File: src/rtl/utl_pkg.sv
// ----------------------------------------------------------------------------
// UTF-8 to Latin transcoder package
// Shared types, the Latin-9 code tables and the code point mapping function.
// ----------------------------------------------------------------------------
package utl_pkg;

  typedef enum logic [1:0] {
    ENC_PASS   = 2'd0,
    ENC_LATIN1 = 2'd1,
    ENC_LATIN9 = 2'd2,
    ENC_UNUSED = 2'd3
  } enc_e;

  localparam int unsigned L9_ENTRIES = 8;

  localparam logic [7:0] L9_BYTE [L9_ENTRIES] = '{
    8'hA4, 8'hA6, 8'hA8, 8'hB4, 8'hB8, 8'hBC, 8'hBD, 8'hBE
  };

  localparam logic [15:0] L9_CP [L9_ENTRIES] = '{
    16'h20AC, 16'h0160, 16'h0161, 16'h017D,
    16'h017E, 16'h0152, 16'h0153, 16'h0178
  };

  typedef struct packed {
    logic       has_byte;
    logic [7:0] out_byte;
    logic       word_end;
    logic       word_ok;
  } res_t;

  typedef struct packed {
    logic pend_zero;
    logic failed;
  } front_status_t;

  typedef struct packed {
    logic       ok;
    logic [7:0] byte_val;
  } map_t;

  function automatic map_t map_cp(logic [15:0] cp, logic is_l9);
    map_t       res;
    logic       hit;
    logic       replaced;
    logic [7:0] hit_byte;
    res      = '0;
    hit      = 1'b0;
    replaced = 1'b0;
    hit_byte = '0;
    for (int k = 0; k < L9_ENTRIES; k++) begin
      if (is_l9 && (cp == L9_CP[k])) begin
        hit      = 1'b1;
        hit_byte = L9_BYTE[k];
      end
      if (is_l9 && (cp[15:8] == 8'h00) && (cp[7:0] == L9_BYTE[k])) begin
        replaced = 1'b1;
      end
    end
    if (hit) begin
      res.ok       = 1'b1;
      res.byte_val = hit_byte;
    end else if (replaced || (cp[15:8] != 8'h00)) begin
      res.ok       = 1'b0;
      res.byte_val = '0;
    end else begin
      res.ok       = 1'b1;
      res.byte_val = cp[7:0];
    end
    return res;
  endfunction

endpackage

File: src/rtl/utl_front.sv
// ----------------------------------------------------------------------------
// Transcoder front end
// Accepts input bytes, decodes UTF-8 sequences, maps code points and keeps
// the per-word decode state; results are pushed into the queue.
// ----------------------------------------------------------------------------
module utl_front import utl_pkg::*; (
  input  logic          clk_i,
  input  logic          rst_ni,
  input  enc_e          enc_i,
  input  logic          in_valid_i,
  input  logic [7:0]    in_byte_i,
  input  logic          end_of_word_i,
  output logic          in_ready_o,
  input  logic          full_i,
  output logic          push_o,
  output res_t          push_data_o,
  output front_status_t status_o
);

  logic [1:0]  pend_q, pend_d;
  logic [15:0] part_q, part_d;
  logic        failed_q, failed_d;

  logic        accept;
  logic        have;
  logic [7:0]  ob;
  logic        done;
  logic [15:0] cp;
  map_t        mapped;

  assign in_ready_o = !full_i;
  assign accept     = in_valid_i && in_ready_o;

  always_comb begin
    pend_d   = pend_q;
    part_d   = part_q;
    failed_d = failed_q;
    have     = 1'b0;
    ob       = '0;
    done     = 1'b0;
    cp       = '0;
    mapped   = '0;
    case (enc_i)
      ENC_PASS: begin
        have = 1'b1;
        ob   = in_byte_i;
      end
      ENC_UNUSED: begin
        failed_d = 1'b1;
      end
      default: begin
        if (!failed_q) begin
          if (pend_q == 2'd0) begin
            if (in_byte_i inside {[8'h00:8'h7F]}) begin
              cp   = {8'h00, in_byte_i};
              done = 1'b1;
            end else if (in_byte_i[7:5] == 3'b110) begin
              part_d = {5'd0, in_byte_i[4:0], 6'd0};
              pend_d = 2'd1;
            end else if (in_byte_i[7:4] == 4'b1110) begin
              part_d = {in_byte_i[3:0], 12'd0};
              pend_d = 2'd2;
            end else begin
              failed_d = 1'b1;
            end
          end else if (pend_q == 2'd2) begin
            part_d = part_q | {4'd0, in_byte_i[5:0], 6'd0};
            pend_d = 2'd1;
          end else begin
            cp     = part_q | {10'd0, in_byte_i[5:0]};
            pend_d = 2'd0;
            part_d = '0;
            done   = 1'b1;
          end
          if (done) begin
            mapped = map_cp(cp, enc_i == ENC_LATIN9);
            if (mapped.ok) begin
              have = 1'b1;
              ob   = mapped.byte_val;
            end else begin
              failed_d = 1'b1;
            end
          end
          if (end_of_word_i && (pend_d != 2'd0)) begin
            failed_d = 1'b1;
          end
        end
      end
    endcase
  end

  assign push_o               = accept && (have || end_of_word_i);
  assign push_data_o.has_byte = have;
  assign push_data_o.out_byte = have ? ob : 8'h00;
  assign push_data_o.word_end = end_of_word_i;
  assign push_data_o.word_ok  = end_of_word_i && !failed_d;

  assign status_o.pend_zero = (pend_q == 2'd0);
  assign status_o.failed    = failed_q;

  always_ff @(posedge clk_i or negedge rst_ni) begin
    if (!rst_ni) begin
      pend_q   <= '0;
      part_q   <= '0;
      failed_q <= 1'b0;
    end else if (accept) begin
      if (end_of_word_i) begin
        pend_q   <= '0;
        part_q   <= '0;
        failed_q <= 1'b0;
      end else begin
        pend_q   <= pend_d;
        part_q   <= part_d;
        failed_q <= failed_d;
      end
    end
  end

endmodule

File: src/rtl/utl_fifo.sv
// ----------------------------------------------------------------------------
// Transcoder result queue
// Two-entry queue that decouples the decoder from the output stage.
// ----------------------------------------------------------------------------
module utl_fifo import utl_pkg::*; (
  input  logic clk_i,
  input  logic rst_ni,
  input  logic push_i,
  input  res_t push_data_i,
  output logic full_o,
  input  logic pop_i,
  output logic empty_o,
  output res_t pop_data_o
);

  res_t       mem_q [2];
  logic       wr_ptr_q;
  logic       rd_ptr_q;
  logic [1:0] cnt_q;

  assign full_o     = (cnt_q == 2'd2);
  assign empty_o    = (cnt_q == 2'd0);
  assign pop_data_o = mem_q[rd_ptr_q];

  always_ff @(posedge clk_i) begin
    if (push_i) begin
      mem_q[wr_ptr_q] <= push_data_i;
    end
  end

  always_ff @(posedge clk_i or negedge rst_ni) begin
    if (!rst_ni) begin
      wr_ptr_q <= 1'b0;
      rd_ptr_q <= 1'b0;
      cnt_q    <= '0;
    end else begin
      if (push_i) begin
        wr_ptr_q <= !wr_ptr_q;
      end
      if (pop_i) begin
        rd_ptr_q <= !rd_ptr_q;
      end
      if (push_i && !pop_i) begin
        cnt_q <= cnt_q + 2'd1;
      end else if (pop_i && !push_i) begin
        cnt_q <= cnt_q - 2'd1;
      end
    end
  end

endmodule

File: src/rtl/utl_back.sv
// ----------------------------------------------------------------------------
// Transcoder output stage
// Moves results from the queue into the output register and holds each one
// until the receiver takes the transfer.
// ----------------------------------------------------------------------------
module utl_back import utl_pkg::*; (
  input  logic       clk_i,
  input  logic       rst_ni,
  input  logic       empty_i,
  input  res_t       pop_data_i,
  output logic       pop_o,
  output logic       out_valid_o,
  input  logic       out_ready_i,
  output logic       has_byte_o,
  output logic [7:0] out_byte_o,
  output logic       word_end_o,
  output logic       word_ok_o
);

  logic valid_q, valid_d;
  res_t data_q;

  assign pop_o   = !empty_i && (!valid_q || out_ready_i);
  assign valid_d = pop_o || (valid_q && !out_ready_i);

  always_ff @(posedge clk_i or negedge rst_ni) begin
    if (!rst_ni) begin
      valid_q <= 1'b0;
    end else begin
      valid_q <= valid_d;
    end
  end

  always_ff @(posedge clk_i) begin
    if (pop_o) begin
      data_q <= pop_data_i;
    end
  end

  assign out_valid_o = valid_q;
  assign has_byte_o  = data_q.has_byte;
  assign out_byte_o  = data_q.out_byte;
  assign word_end_o  = data_q.word_end;
  assign word_ok_o   = data_q.word_ok;

endmodule

File: src/rtl/utf8_to_latin_transcoder_top.sv
// ----------------------------------------------------------------------------
// UTF-8 to Latin transcoder
// Converts the UTF-8 bytes of a word into pass-through, Latin-1 or Latin-9.
// ----------------------------------------------------------------------------
// The input channel takes one UTF-8 byte per transfer, with end_of_word_i
// marking the last byte of a word. The output channel gives at most one
// result per input byte: a converted byte when a character completes, and
// a word-end result carrying word_ok_o on the last byte of every word.
// The user must write the target set through cfg_we_i and cfg_wdata_i only
// while idle; the block does not enforce it. One byte is taken every cycle
// while in_ready_o is high, as the decoder resolves each byte, including
// the eight-entry Latin-9 compare, combinationally. A two-entry queue and
// the output register sit between the decoder and the output port. When
// the receiver stalls, the queue fills and in_ready_o drops once it holds
// two results. Reset clears the decode state, the queue and the output
// register and selects pass-through.
// ----------------------------------------------------------------------------
module utf8_to_latin_transcoder_top import utl_pkg::*; (
  input  logic       clk_i,
  input  logic       rst_ni,
  input  logic       cfg_we_i,
  input  logic [1:0] cfg_wdata_i,
  input  logic       in_valid_i,
  output logic       in_ready_o,
  input  logic [7:0] in_byte_i,
  input  logic       end_of_word_i,
  output logic       out_valid_o,
  input  logic       out_ready_i,
  output logic       has_byte_o,
  output logic [7:0] out_byte_o,
  output logic       word_end_o,
  output logic       word_ok_o
);

  enc_e          enc_q;
  logic          push;
  res_t          push_data;
  logic          full;
  logic          pop;
  logic          empty;
  res_t          pop_data;
  front_status_t status;

  always_ff @(posedge clk_i or negedge rst_ni) begin
    if (!rst_ni) begin
      enc_q <= ENC_PASS;
    end else if (cfg_we_i) begin
      enc_q <= enc_e'(cfg_wdata_i);
    end
  end

  utl_front u_front (
    .clk_i         (clk_i),
    .rst_ni        (rst_ni),
    .enc_i         (enc_q),
    .in_valid_i    (in_valid_i),
    .in_byte_i     (in_byte_i),
    .end_of_word_i (end_of_word_i),
    .in_ready_o    (in_ready_o),
    .full_i        (full),
    .push_o        (push),
    .push_data_o   (push_data),
    .status_o      (status)
  );

  utl_fifo u_fifo (
    .clk_i       (clk_i),
    .rst_ni      (rst_ni),
    .push_i      (push),
    .push_data_i (push_data),
    .full_o      (full),
    .pop_i       (pop),
    .empty_o     (empty),
    .pop_data_o  (pop_data)
  );

  utl_back u_back (
    .clk_i       (clk_i),
    .rst_ni      (rst_ni),
    .empty_i     (empty),
    .pop_data_i  (pop_data),
    .pop_o       (pop),
    .out_valid_o (out_valid_o),
    .out_ready_i (out_ready_i),
    .has_byte_o  (has_byte_o),
    .out_byte_o  (out_byte_o),
    .word_end_o  (word_end_o),
    .word_ok_o   (word_ok_o)
  );

`ifndef SYNTHESIS
  a_word_clears_state: assert property (
    @(posedge clk_i) disable iff (!rst_ni)
    (in_valid_i && in_ready_o && end_of_word_i) |=> (status.pend_zero && !status.failed)
  ) else $error("Decode state not cleared after the last byte of a word.");

  a_pass_gives_result: assert property (
    @(posedge clk_i) disable iff (!rst_ni)
    (in_valid_i && in_ready_o && (enc_q == ENC_PASS)) |=> (!empty || out_valid_o)
  ) else $error("Pass-through transfer produced no result.");

  a_ok_only_at_end: assert property (
    @(posedge clk_i) disable iff (!rst_ni)
    (push && push_data.word_ok) |-> end_of_word_i
  ) else $error("Word status reported before the end of a word.");

  a_no_push_when_full: assert property (
    @(posedge clk_i) disable iff (!rst_ni)
    full |-> (!push && !in_ready_o)
  ) else $error("Result pushed into a full queue.");
`endif

endmodule

File: config.mk
export PLATFORM = sky130hd
export DESIGN_NAME = utf8_to_latin_transcoder_top
export DESIGN_NICKNAME = d
export VERILOG_FILES = /design/src/rtl/utl_pkg.sv /design/src/rtl/utl_front.sv /design/src/rtl/utl_fifo.sv /design/src/rtl/utl_back.sv /design/src/rtl/utf8_to_latin_transcoder_top.sv
export SDC_FILE = /design/constraint.sdc
export NUM_CORES = 1
export LEC_CHECK = 0
export ABC_AREA = 1
export BUFFER_PORTS_ARGS = -buffer_cell sky130_fd_sc_hd__buf_2
export CORE_AREA = 4 4 75 77
export DETAILED_ROUTE_END_ITERATION = 12
export DIE_AREA = 0 0 79 81
export PLACE_DENSITY_LB_ADDON = 0.08
export SYNTH_ARGS = -nofsm -noshare
export SYNTH_HDL_FRONTEND = slang
export SYNTH_SLANG_ARGS = --single-unit
File: constraint.sdc
create_clock -name clk_i -period 2.7 [get_ports clk_i]
set_input_delay 0.135 -clock clk_i [delete_from_list [all_inputs] [get_ports clk_i]]
set_output_delay 0.135 -clock clk_i [all_outputs]
set_load 0.05 [all_outputs]
# == Word level (Yosys, flattened, before mapping) ==
# Memory sizes are Yosys's and may differ from the RTL's. A register that Yosys moved wholly into a read port is not among the register bits.
# Cells that the tools add are included.
# classes
addsub,2
order_cmp,2
eq_ne,26
n_mux,86
bitwise,2
n_reduce_logical,49
# op_table
operator,n
$mux 16,12
$eq 16x9->1 const B,7
$mux 8,13
$eq 8x8->1 const B,8
$mux 9,5
$mux 1,42
$logic_and 1x1->1,26
$mux 2,11
$eq 16x14->1 const B,1
$or 16x12->16,1
$or 16x6->16,1
$pmux 8 s2,1
$logic_not 1->1,9
$eq 2x2->1 const B,4
$ge 8x1->1 const B,1
$le 8x7->1 const B,1
$logic_not 8->1,1
$reduce_bool 8->1,1
$logic_not 2->1,3
$reduce_and 5->1,1
$eq 4x4->1 const B,1
$logic_or 1x1->1,4
$ne 4x2->1 const B,1
$pmux 1 s2,2
9 further kinds,10
# totals
regBits,26
mem_bits_rw,22
input_bits,16
out_inout_bits,13
wordCells,176
mem_count,1
# mem_list
name,depth,word_bits,read_ports,rd_ports_with_merged_regs,write_ports,line,text
u_fifo.mem_q,2,11,1,1,1,utl_fifo.sv:16,res_t mem_q [2];

# == Depth between registers and ports, before layout ==
# depth
word_depth,36
depth_mapped,21
mapped_depth_nobuf,19

# == Cells and area by module ==
# From an unflattened synthesis, not the netlist that was laid out.
# hier_totals
hier_cells,307
area_unflattened_um2,2875.3
# modules_own_cells
module,n_inst,cells_per_inst,area_per_inst_um2
utl_front,1,223,1387.6
utl_fifo,1,59,1036.0
utl_back,1,16,375.4
utf8_to_latin_transcoder_top,1,9,76.3

# == Least setup slack after synthesis ==
# No wires, ideal clock.
# synth_timing
path_type,reg2reg
start,register enc_q[0]
end,memory u_fifo.mem_q[1][0] (netlist bit) (enable)
setup_time_ps,378
arrival_time_ps,2104
slack_ps,218
path_stages_with_launch,15
path_buffers,0
period_less_slack_ps,2482
path_cell_list,dfrtp_1 > inv_1 > ha_1 > nand2_1 > nor2_1 > nand3_2 > nor2_1 > nand3_1 > nand3_1 > nor2_2 > nand3_4 > nand2_4 > nand3_4 > nand2_4 > nor2_1
# synth_via
elab_chain_len,28
elab_cells_between_ends,56
classes_between,2 x eq/ne; 33 x mux; 21 x reduce/logical
# synth_rtl
element,line,text
start: declaration,utf8_to_latin_transcoder_top.sv:35,enc_e enc_q;
start signal: assignment,utf8_to_latin_transcoder_top.sv:48,enc_q <= enc_e'(cfg_wdata_i);
$eq 2x2->1,utl_front.sv:76,"mapped = map_cp(cp, enc_i == ENC_LATIN9);"
$logic_and 1x1->1 (2 in series),utl_pkg.sv:56,if (is_l9 && (cp[15:8] == 8'h00) && (cp[7:0] == L9_BYTE[k])) begin
$mux 1 (8 in series),utl_pkg.sv:56,
$mux 1,utl_front.sv:75,if (done) begin
$mux 1,utl_front.sv:52,if (!failed_q) begin
$mux 1,utl_front.sv:43,case (enc_i)
$logic_or 1x1->1,utl_pkg.sv:63,end else if (replaced || (cp[15:8] != 8'h00)) begin
$mux 9,utl_pkg.sv:63,
[... 4 more ...],-,
$mux 1,utl_front.sv:77,if (mapped.ok) begin
$mux 1,utl_front.sv:75,
$mux 1,utl_front.sv:52,
$pmux 1 s2 *,utl_front.sv:43,
$logic_or 1x1->1 *,utl_front.sv:92,assign push_o = accept && (have || end_of_word_i);
$logic_and 1x1->1 *,utl_front.sv:92,
$mux 1 *,utl_fifo.sv:26,if (push_i) begin
$mux 1 (implied by the code) *,utl_fifo.sv:27,mem_q[wr_ptr_q] <= push_data_i;
end: declaration,utl_fifo.sv:16,
# Every way passes the cells marked *; elsewhere a longest branch is shown, timed or not. The select of a mux whose other input is x is not followed.

# == Worst setup path in the final report ==
# layout_timing
start,register u_front.pend_q[0]
end,register u_fifo.cnt_q[1]
# layout_via
elab_chain_len,34
elab_cells_between_ends,84
classes_between,17 x eq/ne; 40 x mux; 27 x reduce/logical
# layout_rtl
element,line,text
start: declaration,utl_front.sv:20,"logic [1:0] pend_q, pend_d;"
start signal: assignment,utl_front.sv:112,pend_q <= pend_d;
$eq 2x2->1,utl_front.sv:66,end else if (pend_q == 2'd2) begin
$mux 16,utl_front.sv:66,
$mux 16,utl_front.sv:53,if (pend_q == 2'd0) begin
$mux 16,utl_front.sv:52,
$mux 16,utl_front.sv:43,
$logic_not 8->1,utl_pkg.sv:56,
$logic_and 1x1->1 (2 in series),utl_pkg.sv:56,
$mux 1 (8 in series),utl_pkg.sv:56,
[... 11 more ...],-,
$mux 1 *,utl_front.sv:52,
$pmux 1 s2 *,utl_front.sv:43,
$logic_or 1x1->1 *,utl_front.sv:92,
$logic_and 1x1->1 *,utl_front.sv:92,
named net push,utf8_to_latin_transcoder_top.sv:36,logic push;
$logic_not 1->1,utl_fifo.sv:45,end else if (pop_i && !push_i) begin
$logic_and 1x1->1,utl_fifo.sv:45,
$reduce_bool 2->1 (no source line),-,
end signal: assignment,utl_fifo.sv:44,cnt_q <= cnt_q + 2'd1;
end signal: assignment,utl_fifo.sv:46,cnt_q <= cnt_q - 2'd1;
end: declaration,utl_fifo.sv:19,logic [1:0] cnt_q;
# Mark *: on every way through the listed nets, which the timed path passes. The rest lies on a longest branch. The select of a mux whose other input is x is not followed.
# A chain may end at the register's enable or synchronous reset.

==> summary.md <==
| Metric | Value |
|---|---|
| Post-Layout Cell Count | `417` |
| Die area | `6400 um2` |
| Critical setup path kind | `flip-flop to flip-flop` |
| DRT iter0 DRCs | `174` |
| Seq cells post-synth | `53` |
| Commonest non-fill, non-tap cell in the layout | `nand2_1` |
| GRT overflow | `0` |
| Min Tclk post-route | `2.55 ns` |
| Most frequent cells in the layout | `nand2_1 (71), inv_1 (40), edfxtp_1 (33)` |
| Clock tree root driver cell | `clkbuf_8` |
| Number of CTS-inserted buffers | `5` |
| Status | `completed` |
| Antenna Nets Post-Route | `0` |
| Chip width | `79 um` |
| Port Buf Inserts | `28` |
| Sequential share of the synthesized area | `53.5%` |
| RSZ-0062 raised after global routing | `no` |
| CTS tree | `yes` |
| Final instance area | `3250 um2` |
| Min-Delay Path Class | `primary input to flip-flop` |
| Slew Viols, Final | `0` |
| Core ar. | `5010 um2` |
| Post-synthesis async set-or-reset flop share | `37.7%` |
| Total chip power | `0.00324 W` |
| Number of synthesis warnings | `0` |
| First-pass detailed-route iteration total | `5` |
| Mean Syn Cell Area | `9.17 um2` |
| Clock Skews | `0.00344 ns` |
| Area post-placement | `3000 um2` |
| Total wire length | `5970 um` |
| Io pins | `29` |
| Critical path arrival | `2.74 ns` |
| Max VDD drop | `0.467 mV` |
| Final Hold Violating Endpoints | `0` |
| H-tree levels | `2` |
| Number of global-route vias before repair | `1924` |
| Clock tree buffer depth | `2` |
| FP Rows | `26` |
| Syn Inst Count | `304` |
| Critical path launch point | `u_front.pend_q[0]` |
| # diodes | `0` |
| Layout cells sized above 1 | `25.6%` |
| Area Overhead vs Synth | `16.6%` |
| HPWL after detailed placement | `4320 um` |
| Wire length per cell | `14.3 um` |
| Netlist Area Pre-Place | `2790 um2` |
| CTS Sinks | `53` |
| Tot GR Track Use | `19.0%` |
| Global-route wire length before repair | `9320 um` |
| Placer congestion estimate | `0.897` |
| DIE HEIGHT | `81 um` |
| Via count | `2171` |
| Slew @ Worst Pin | `0.820 ns` |
| CP Max Fanout | `8` |
| Achievable clock frequency | `393 MHz` |
| Pwr dens | `997 nW/um2` |
| Worst setup EP type | `flip-flop` |
| Via/cell ratio | `5.21` |
| WP data required | `2.89 ns` |
| Startpoint types | `flip-flop` |
| Headroom to the max-slew limit | `44.6%` |
| Nets@finish | `366` |
| DP Cell Count | `400` |
| Post-Syn Nets | `324` |
| Largest net degree at the start of global routing | `21` |
| Initial antenna violation count | `0` |
| Total of max-cap violations | `0` |
| Worst hold start | `cfg_wdata_i[0]` |
| TNS Setup | `0 ns` |
| Main flop type after synthesis | `edfxtp_1` |
| Initial core utilization | `55.7%` |
| EDFF count, synth | `33` |
| Drc violations | `0` |
| Worst skew pair latency | `0.30 ns` |
| Distinct cells, synth | `33` |
| Setup Viol. Count Final | `0` |
| Pleak | `1.48 nW` |
| Tcrit/Tclk final | `94.3%` |
| Worst-path clk slew | `0.09 ns` |
| Post-layout util | `64.9%` |
| RR Startpoint | `u_front.pend_q[0]` |
## cell type report
class	count	area, um2
Clock inverter	2	33.8
Fill cell	465	1760
Timing Repair Buffer	41	253
Clock buffer	6	72.6
Multi-Input combinational cell	200	1140
Tap cell	70	87.6
Inverter	45	171
Sequential cell	53	1490
## report_power, final
part	switching [W]	internal [W]
Clock	0.000248	0.000274
Sequential	0.000133	0.00119
Combinational	0.000987	0.000408
Total	0.00137	0.00187
## final timing paths
| check | end | slack (ns) | cells after the start |
|---|---|---|---|
| max | u_fifo.cnt_q[1] | 0.15 | 19 |
| min | enc_q[0] | 0.04 | 3 |
| max reg2reg | u_fifo.cnt_q[1] | 0.15 | 19 |
| min reg2reg | u_fifo.wr_ptr_q | 0.49 | 2 |
| max in group asynchronous | u_front.pend_q[1] | 2.04 | 2 |
| min in group asynchronous | enc_q[1] | 0.32 | 2 |
## kinds of logic (layout without fill, tap and decap cells)
logic type	after synthesis	count (layout)	synth area share, %
simple gates	153	153	27.1
flops	53	53	53.5
buf+inv	52	94	7.94
compound gates	39	40	8.70
fa+ha+maj	4	4	1.79
xor+xnor	3	3	0.942
## through the flow
stage          setup slack (ns)  hold slack, ns
4_1_cts                  0.0200          0.0312
5_1_grt                  0.0267          0.0794
3_5_place_dp            -0.0562           0.116
6_report                  0.153          0.0431
2_1_floorplan             0.218          -0.161
3_3_place_gp            0.00936           0.106
## cell usage after synthesis (all sizes together) (2+ instances only)
cell type  count  area, um2
nor2          31        144
buf            4       38.8
nand2         80        343
dfrtp         20        500
o21ai         22        121
inv           45        171
clkbuf         3       11.3
edfxtp        33        991
ha             4       50.1
nand3         29        193
a21oi          6       30.0
o32ai          4       35.0
nand4          8       50.1
o22ai          4       25.0
nor3           3       15.0
xor2           2       17.5
## routing by layer
layer	routed length (um)	global-route usage, %	share of wire, %
met3	313	2.88	5.2
met2	2880	31.9	48
met1	2640	24.8	44
met5	0	0	0
met4	133	7.39	2.2
## sequential cells by signal, indices dropped and copies added (netlist names), 2 cells and up
| name | count |
|---|---|
| enc_q | 2 |
| u_fifo.cnt_q | 2 |
| u_fifo.mem_q | 22 |
| u_front.part_q | 10 |
| u_front.pend_q | 2 |
| u_back.out_byte_o | 8 |
## repair_timing
action,in CTS,in global routing
cloned,0,1
pin swaps,0,3
hold buffers,1,0
hold endpoints to repair,20,0
setup buffers,0,7
resized for setup,2,15
setup endpoints to repair,1,17
## worst max-delay path, cell delays in order, from the launching register on
cell and delay, ns:
dfrtp_2 0.50, inv_4 0.11, o21ai_4 0.06, buf_12 0.14, nand2_4 0.08, nand3_2 0.09
o21ai_1 0.09, nand2_1 0.06, nand2_1 0.07, nand2_2 0.06, nand2_4 0.10, nand3_4 0.09
nand2_4 0.11, nand3_4 0.08, nand2_4 0.08, inv_1 0.04, ha_1 0.31, a21oi_1 0.13
o21ai_1 0.09, xor2_1 0.14
(Power assumes the default switching activity.)
